$ cat src/design/label_region_mean_map_top_macros.svh
// Assertion macros for the label region mean map block.
// Used by label_region_mean_map_top.sv; no other dependencies.
`ifndef LABEL_REGION_MEAN_MAP_TOP_MACROS_SVH
`define LABEL_REGION_MEAN_MAP_TOP_MACROS_SVH

`ifndef SYNTHESIS
`define LRMM_ASSERT_SAME(name, ck, rs, ante, cons, msg) \
  name: assert property (@(posedge ck) disable iff (rs) (ante) |-> (cons)) else $error(msg);
`define LRMM_ASSERT_NEXT(name, ck, rs, ante, cons, msg) \
  name: assert property (@(posedge ck) disable iff (rs) (ante) |=> (cons)) else $error(msg);
`else
`define LRMM_ASSERT_SAME(name, ck, rs, ante, cons, msg)
`define LRMM_ASSERT_NEXT(name, ck, rs, ante, cons, msg)
`endif

`endif

$ cat src/design/lrmm_pkg.sv
// Types and constants for the label region mean map block.
// No dependencies; used by every module of the block.
package lrmm_pkg;

  localparam int LABEL_COUNT = 1024;
  localparam int LABEL_W     = 10;
  localparam int CUE_W       = 8;
  localparam int ADD_W       = CUE_W + 1;
  localparam int SUM_W       = 30;
  localparam int CNT_W       = 21;
  localparam int FRAC_BITS   = 8;
  localparam int MEAN_W      = 17;
  localparam int DIVIDEND_W  = SUM_W + FRAC_BITS;
  localparam int STEP_W      = $clog2(DIVIDEND_W);

  localparam logic [SUM_W-1:0]   SUM_MAX    = {SUM_W{1'b1}};
  localparam logic [CNT_W-1:0]   CNT_MAX    = {CNT_W{1'b1}};
  localparam logic [MEAN_W-1:0]  MEAN_MAX   = MEAN_W'(130560);
  localparam logic [LABEL_W-1:0] LAST_LABEL = LABEL_W'(LABEL_COUNT - 1);
  localparam logic [STEP_W-1:0]  LAST_STEP  = STEP_W'(DIVIDEND_W - 1);

  localparam logic [1:0] CMD_ACC   = 2'd0;
  localparam logic [1:0] CMD_LOOK  = 2'd1;
  localparam logic [1:0] CMD_CLEAR = 2'd2;

  typedef struct packed {
    logic [1:0]         command;
    logic [LABEL_W-1:0] pixel_label;
    logic [CUE_W-1:0]   fg_cue;
    logic [CUE_W-1:0]   bk_cue;
  } req_t;

  typedef struct packed {
    logic [MEAN_W-1:0] mean_value;
    logic              saturated;
  } res_t;

  typedef struct packed {
    logic             sat;
    logic [CNT_W-1:0] count;
    logic [SUM_W-1:0] sum;
  } entry_t;

  typedef struct packed {
    logic               valid;
    logic               lookup;
    logic [LABEL_W-1:0] label;
    logic [ADD_W-1:0]   add;
  } store_cmd_t;

  typedef struct packed {
    logic   valid;
    entry_t entry;
  } lookup_t;

  typedef struct packed {
    logic                  valid;
    logic [DIVIDEND_W-1:0] dividend;
    logic [CNT_W-1:0]      divisor;
    logic                  sat;
  } div_req_t;

endpackage

$ cat src/design/lrmm_div.sv
// Radix-2 restoring divider, one quotient bit per cycle, with mean clamp.
// Depends on lrmm_pkg.
module lrmm_div (
  input  logic               clk,
  input  logic               rst,
  input  lrmm_pkg::div_req_t req,
  output logic               busy,
  output logic               done,
  output lrmm_pkg::res_t     res
);

  logic [lrmm_pkg::STEP_W-1:0]     step;
  logic [lrmm_pkg::CNT_W-1:0]      rem;
  logic [lrmm_pkg::CNT_W-1:0]      den;
  logic [lrmm_pkg::DIVIDEND_W-1:0] quo;
  logic                            sat;

  logic [lrmm_pkg::CNT_W:0]        trial;
  logic                            fits;

  assign trial = {rem, quo[lrmm_pkg::DIVIDEND_W-1]};
  assign fits  = trial >= {1'b0, den};

  assign res.mean_value = (quo > lrmm_pkg::DIVIDEND_W'(lrmm_pkg::MEAN_MAX))
                          ? lrmm_pkg::MEAN_MAX : quo[lrmm_pkg::MEAN_W-1:0];
  assign res.saturated  = sat;

  always_ff @(posedge clk) begin
    if (req.valid) begin
      rem <= '0;
      den <= req.divisor;
      quo <= req.dividend;
      sat <= req.sat;
    end else if (busy) begin
      rem <= fits ? lrmm_pkg::CNT_W'(trial - {1'b0, den}) : trial[lrmm_pkg::CNT_W-1:0];
      quo <= {quo[lrmm_pkg::DIVIDEND_W-2:0], fits};
    end
  end

  always_ff @(posedge clk) begin
    if (rst) begin
      busy <= 1'b0;
      done <= 1'b0;
      step <= '0;
    end else begin
      done <= busy && (step == lrmm_pkg::LAST_STEP);
      if (req.valid) begin
        busy <= 1'b1;
        step <= '0;
      end else if (busy) begin
        step <= step + lrmm_pkg::STEP_W'(1);
        if (step == lrmm_pkg::LAST_STEP) begin
          busy <= 1'b0;
        end
      end
    end
  end

endmodule

$ cat config.mk
export PLATFORM = sky130hd
export DESIGN_NAME = lrmm_div
export DESIGN_NICKNAME = d
export VERILOG_FILES = /design/src/design/label_region_mean_map_top_macros.svh /design/src/design/lrmm_pkg.sv /design/src/design/lrmm_div.sv
export SDC_FILE = /design/constraint.sdc
export NUM_CORES = 1
export LEC_CHECK = 0
export CAP_MARGIN = 5
export CORE_UTILIZATION = 40
export CTS_BUF_LIST = sky130_fd_sc_hd__clkbuf_8
export DETAILED_ROUTE_END_ITERATION = 8
export DONT_BUFFER_PORTS = 1
export SKIP_CTS_REPAIR_TIMING = 1
export SYNTH_ARGS = -nofsm -noshare
export SYNTH_HDL_FRONTEND = slang
export SYNTH_SLANG_ARGS = --single-unit
$ cat constraint.sdc
create_clock -name clk -period 3.8 [get_ports clk]
set_input_delay 0 -clock clk [delete_from_list [all_inputs] [get_ports clk]]
set_output_delay 0 -clock clk [all_outputs]
set_load 0.01 [all_outputs]
# [After elaboration in Yosys (flattened, before gate mapping)]
# Cells that the tools add are included.
[totals] reg_bits=89 inputBits=63 output_inout_bits=20 wordCells=22
[classes] n_addsub=2 order_cmp=2 n_eq_ne=1 muxes=7 reduce_logical=3
[op_table] operator="two-way mux 38 bit" n=2
[op_table] operator="greater-than comparator 38 x 17 -> 1 bit (second input constant)" n=1
[op_table] operator=">= comparator 22 x 21 -> 1 bit" n=1
[op_table] operator="two-way mux 21 bit" n=1
[op_table] operator="subtractor 21 bit" n=1
[op_table] operator="two-way mux 17 bit" n=1
[op_table] operator="adder 6 x 1 -> 6 bit (second input constant)" n=1
[op_table] operator="== test 6 bit (second input constant)" n=1
[op_table] operator="two-way mux 1 bit" n=3
[op_table] operator="nonzero test 2 bit" n=1
[op_table] operator="OR reduction 2 bit" n=1
[op_table] operator="logical AND 1 bit" n=1

# [Longest topological paths before layout]
[logic_depth] word_depth=4 ltp_mapped=14

# [Least setup slack after synthesis]
# OpenSTA, ideal clock, no wires.
[synth_path] path_type="reg2reg" from="register quo[37] (netlist name)" to="register quo[0] (netlist name) (data pin)" setup_time_ps=260 arrival_ps=2578 required_ps=3540 setup_slack_ps=962 stages_incl_launch_ff=13 path_buffers=2 cell_sequence="edfxtp_1 > inv_1 > ha_1 > inv_1 > fa_1 > a211oi_2 > o21ai_1 > a211oi_2 > o31ai_4 > or2_1 > buf_4 > buf_8 > mux2_2"
[synth_via] elab_chain_cells=3
[synth_lines] element="start, declared" line="lrmm_div.sv:15" text="logic [lrmm_pkg::DIVIDEND_W-1:0] quo;"
[synth_lines] element="start signal, assigned" line="lrmm_div.sv:32" text="quo <= req.dividend;"
[synth_lines] element="start signal, assigned" line="lrmm_div.sv:36" text="quo <= {quo[lrmm_pkg::DIVIDEND_W-2:0], fits};"
[synth_lines] element=">= comparator 22 x 21 -> 1 bit" line="lrmm_div.sv:22" text="assign fits = trial >= {1'b0, den};"
[synth_lines] element="two-way mux 38 bit" line="lrmm_div.sv:34" text="end else if (busy) begin"
[synth_lines] element="two-way mux 38 bit" line="lrmm_div.sv:29" text="if (req.valid) begin"
# No other way between the ends. The select of a mux whose other input is x is not followed.
# A chain may end at the register's enable or synchronous reset.

# [Worst setup path after layout]
[layout_path] from="register quo[37] (netlist name)" to="register rem[17] (netlist name)"
[layout_via] elab_chain_cells=2 elab_cells_between_ends=3 cone_classes="1 x add/sub; 1 x order compare; 1 x mux"
[layout_lines] element="subtractor 21 bit or >= comparator 22 x 21 -> 1 bit (tied branches)" line="lrmm_div.sv:35, lrmm_div.sv:22"
[layout_lines] element="two-way mux 21 bit *" line="lrmm_div.sv:35" text="rem <= fits ? lrmm_pkg::CNT_W'(trial - {1'b0, den}) : trial[lrmm_pkg::CNT_W-1:0];"
[layout_lines] element="end signal, assigned" line="lrmm_div.sv:35"
[layout_lines] element="end, declared" line="lrmm_div.sv:13" text="logic [lrmm_pkg::CNT_W-1:0] rem;"
# Every way passes the cells marked *; elsewhere a longest branch is shown, timed or not.

==> metrics <==
run status complete, no violations; Least-Margin Pin Slew around 0.71 ns; simple-gate share of the synthesized area 0.129; iteration-0 DRC count of the detailed router about 120; pwr dens ~400 nW/um2; Synth Flop Type edfxtp_1; Worst Skew 0.0138 ns; crit path cell chain inv_1, ha_1, inv_1, fa_1, a211oi_2, o21ai_1, a211oi_2, o31ai_4, or2_1, mux2_1, nand2_1, o21ai_1; Via Count around 3,600; number of global-route vias before repair ~3,300; CTS Root Buffer Type clkbuf_8; Starting Density 0.411; Max Cap Viol 0; critical path's largest stage delay about 0.49 ns; first-pass GRT wire length approximately 16,000 um; DP Worst Slack roughly 0.63 ns; DRC viols 0; Post-Synth XOR/XNOR Area 0.0302; GRT Total Usage 0.160; antenna viol nets, final 0; Ant. Diodes 0; FFs w/ async S/R, synth 0; Final Cycle Share 0.837; CP max FO 15; Buf+Inv Stages, Crit Path 2; Pins Over Slew Limit 0; core area roughly 12,000 um2; Setup Viol. Count Final 0; Worst setup SP type flop; Crit-path slowest cell or2_1; Port Buffers 0; syn_nets 543; largest net degree at the start of global routing 83; adder-cell area share of the yosys netlist 0.0624; Worst Slack Setup Final just over 0.6 ns; Distinct cells, synth 58; DR pass1 iterations 4; total power 2370 uW; Layout Nets 599; peak supply drop 0.218 mV; Routed WL per cell approximately 16 um; routability cong. between 0.8 and 0.9; die width between 100 and 150 um; Synth Cell Area 4930 um2; Detailed Place HPWL between 6000 and 7000 um; CTS sink cnt just under 90; Avg Vias per Cell 5.42; min Tclk post-route 3.18 ns; Synth top area share 0.365; cts bufs inserted 9; CP required approximately 4 ns; Die ar. about 13,000 um2; Layout Utilization 0.492; count of final hold-check violations 0; Max Root-Sink Buffers 2; kind of critical path flop to flop; Top delay family on crit path compound AO/OA/AOI/OAI gates; share of layout cells above drive strength 1 0.132; # rows 40; post-synth top area cell edfxtp_1; Fmax between 300 and 400 MHz; Worst-path clk slew roughly 0.090 ns; Leakage 0.00224 uW; total grt overflow 0; post-synthesis compound-gate area fraction 0.145; Hold Crit Class primary input to flop; YS warnings 0; htree depth 3; Final TNS setup 0 ns; post-synthesis sequential area ratio 0.483; initial antenna violation count 0; post-synthesis mux area share 0.106; Worst Path Arrival roughly 3.5 ns; FF+latch count, synth 89; main combinational cell family by area after synthesis compound AO/OA/AOI/OAI gates; total wire length ~11,000 um; area delta synth->final 19.9%; Syn Inst Count about 460; I/O pin total just over 80; insertion delay to the later sink of the worst-skew pair between 0.3 and 0.4 ns; Post-synth EDFFs 60; CTS tree done; CP endpoint kind flop; syn_area_per_cell ~11 um2; Die H around 110 um; Rel. slew slack 0.525; top cells by area, synth edfxtp_1 (37%), dfxtp_1 (12%), mux2_2 (8.9%), ha_1 (5.8%), nor2_1 (3.3%); RSZ-0062 raised after global routing no
-- final timing paths --
kind	from	end	slack [ns]	depth (start not counted)
worst max-delay path	quo[37]$_DFFE_PP_	rem[17]$_SDFFE_PP0P_	0.62	12
worst min-delay path	req[60]	rem[7]$_SDFFE_PP0P_	0.02	2
worst max register to register	quo[37]$_DFFE_PP_	rem[17]$_SDFFE_PP0P_	0.62	12
worst min register to register	rem[17]$_SDFFE_PP0P_	rem[17]$_SDFFE_PP0P_	0.48	2
-- flip-flops by register name, summed over array words and instances, names as in the netlist --
register and count:
busy 1, den 21, done 1, quo 38
rem 21, sat 1, step 6
-- kinds of logic after synthesis --
group           Yosys count
compound gates          100
xor+xnor                 17
mux                      47
fa+ha+maj                24
buf+inv                  51
flops                    89
simple gates            128
-- synthesized netlist by cell type, types with 6 or more instances --
library cell / instances
o21ai_1: 10
nor2_1: 43
and2_1: 10
mux2i_1: 7
nand2b_1: 9
o21ai_0: 8
xnor2_1: 7
xor2_1: 10
nor4_1: 6
ha_1: 23
nor3_1: 11
edfxtp_1: 60
a21o_1: 8
nand2_1: 21
a21oi_1: 24
inv_1: 30
dfxtp_1: 29
mux2_2: 39
clkbuf_1: 13
a211oi_1: 16
nand4_1: 10
-- layout by cell type, fill, tap and decap left out, types with 10 or more instances in the layout --
cell type,netlist,layout
dlygate4sd3_1,0,62
edfxtp_1,60,60
nor2_1,43,43
mux2_2,39,39
inv_1,30,32
dfxtp_1,29,29
a21oi_1,24,24
ha_1,23,23
nand2_1,21,21
a211oi_1,16,16
nor3_1,11,11
o21ai_1,10,10
nand4_1,10,10
and2_1,10,10
xor2_1,10,10
-- report_power, final --
group	total (uW)	internal (uW)	switching [uW]	leakage (uW)
Sequential	1180	1130	49.5	0.000835
Clock	773	432	340	0.000126
Combinational	426	207	219	0.00128
Total	2370	1770	608	0.00224
-- metrics by stage --
stage | instances | instance area (um2) | hold slack [ns]
5_1_grt | 664 | 5910 | 0.0489
3_3_place_gp | 585 | 5030 | 0.0734
2_1_floorplan | 456 | 4930 | 0.0724
3_5_place_dp | 585 | 5030 | 0.0748
6_report | 664 | 5910 | 0.0217
4_1_cts | 601 | 5270 | -0.333
-- metal layers --
| layer | routed length, um | up-vias | global-route usage |
|---|---|---|---|
| met5 | 0 | - | 0 |
| met4 | 348 | 0 | 0.0693 |
| met3 | 512 | 26 | 0.0611 |
| met2 | 4800 | 83 | 0.246 |
| met1 | 4880 | 1707 | 0.200 |
| li1 | - | 1785 | - |
-- worst register-to-register path, cell delays in order, from the launching register on --
cell	delay (ns)
edfxtp_1	0.42
inv_1	0.08
ha_1	0.15
inv_1	0.05
fa_1	0.43
a211oi_2	0.32
o21ai_1	0.15
a211oi_2	0.33
o31ai_4	0.12
or2_1	0.49
mux2_1	0.43
nand2_1	0.07
o21ai_1	0.06
-- area by class of cell --
class	instances	area (um2)
clock inverter	7	111
fill	1096	6100
timing repair buffer	66	671
inverter	30	113
clock buffer	9	124
multi-input combinational	316	2330
sequential	89	2380
tap	147	184
(Power assumes the default switching activity.)
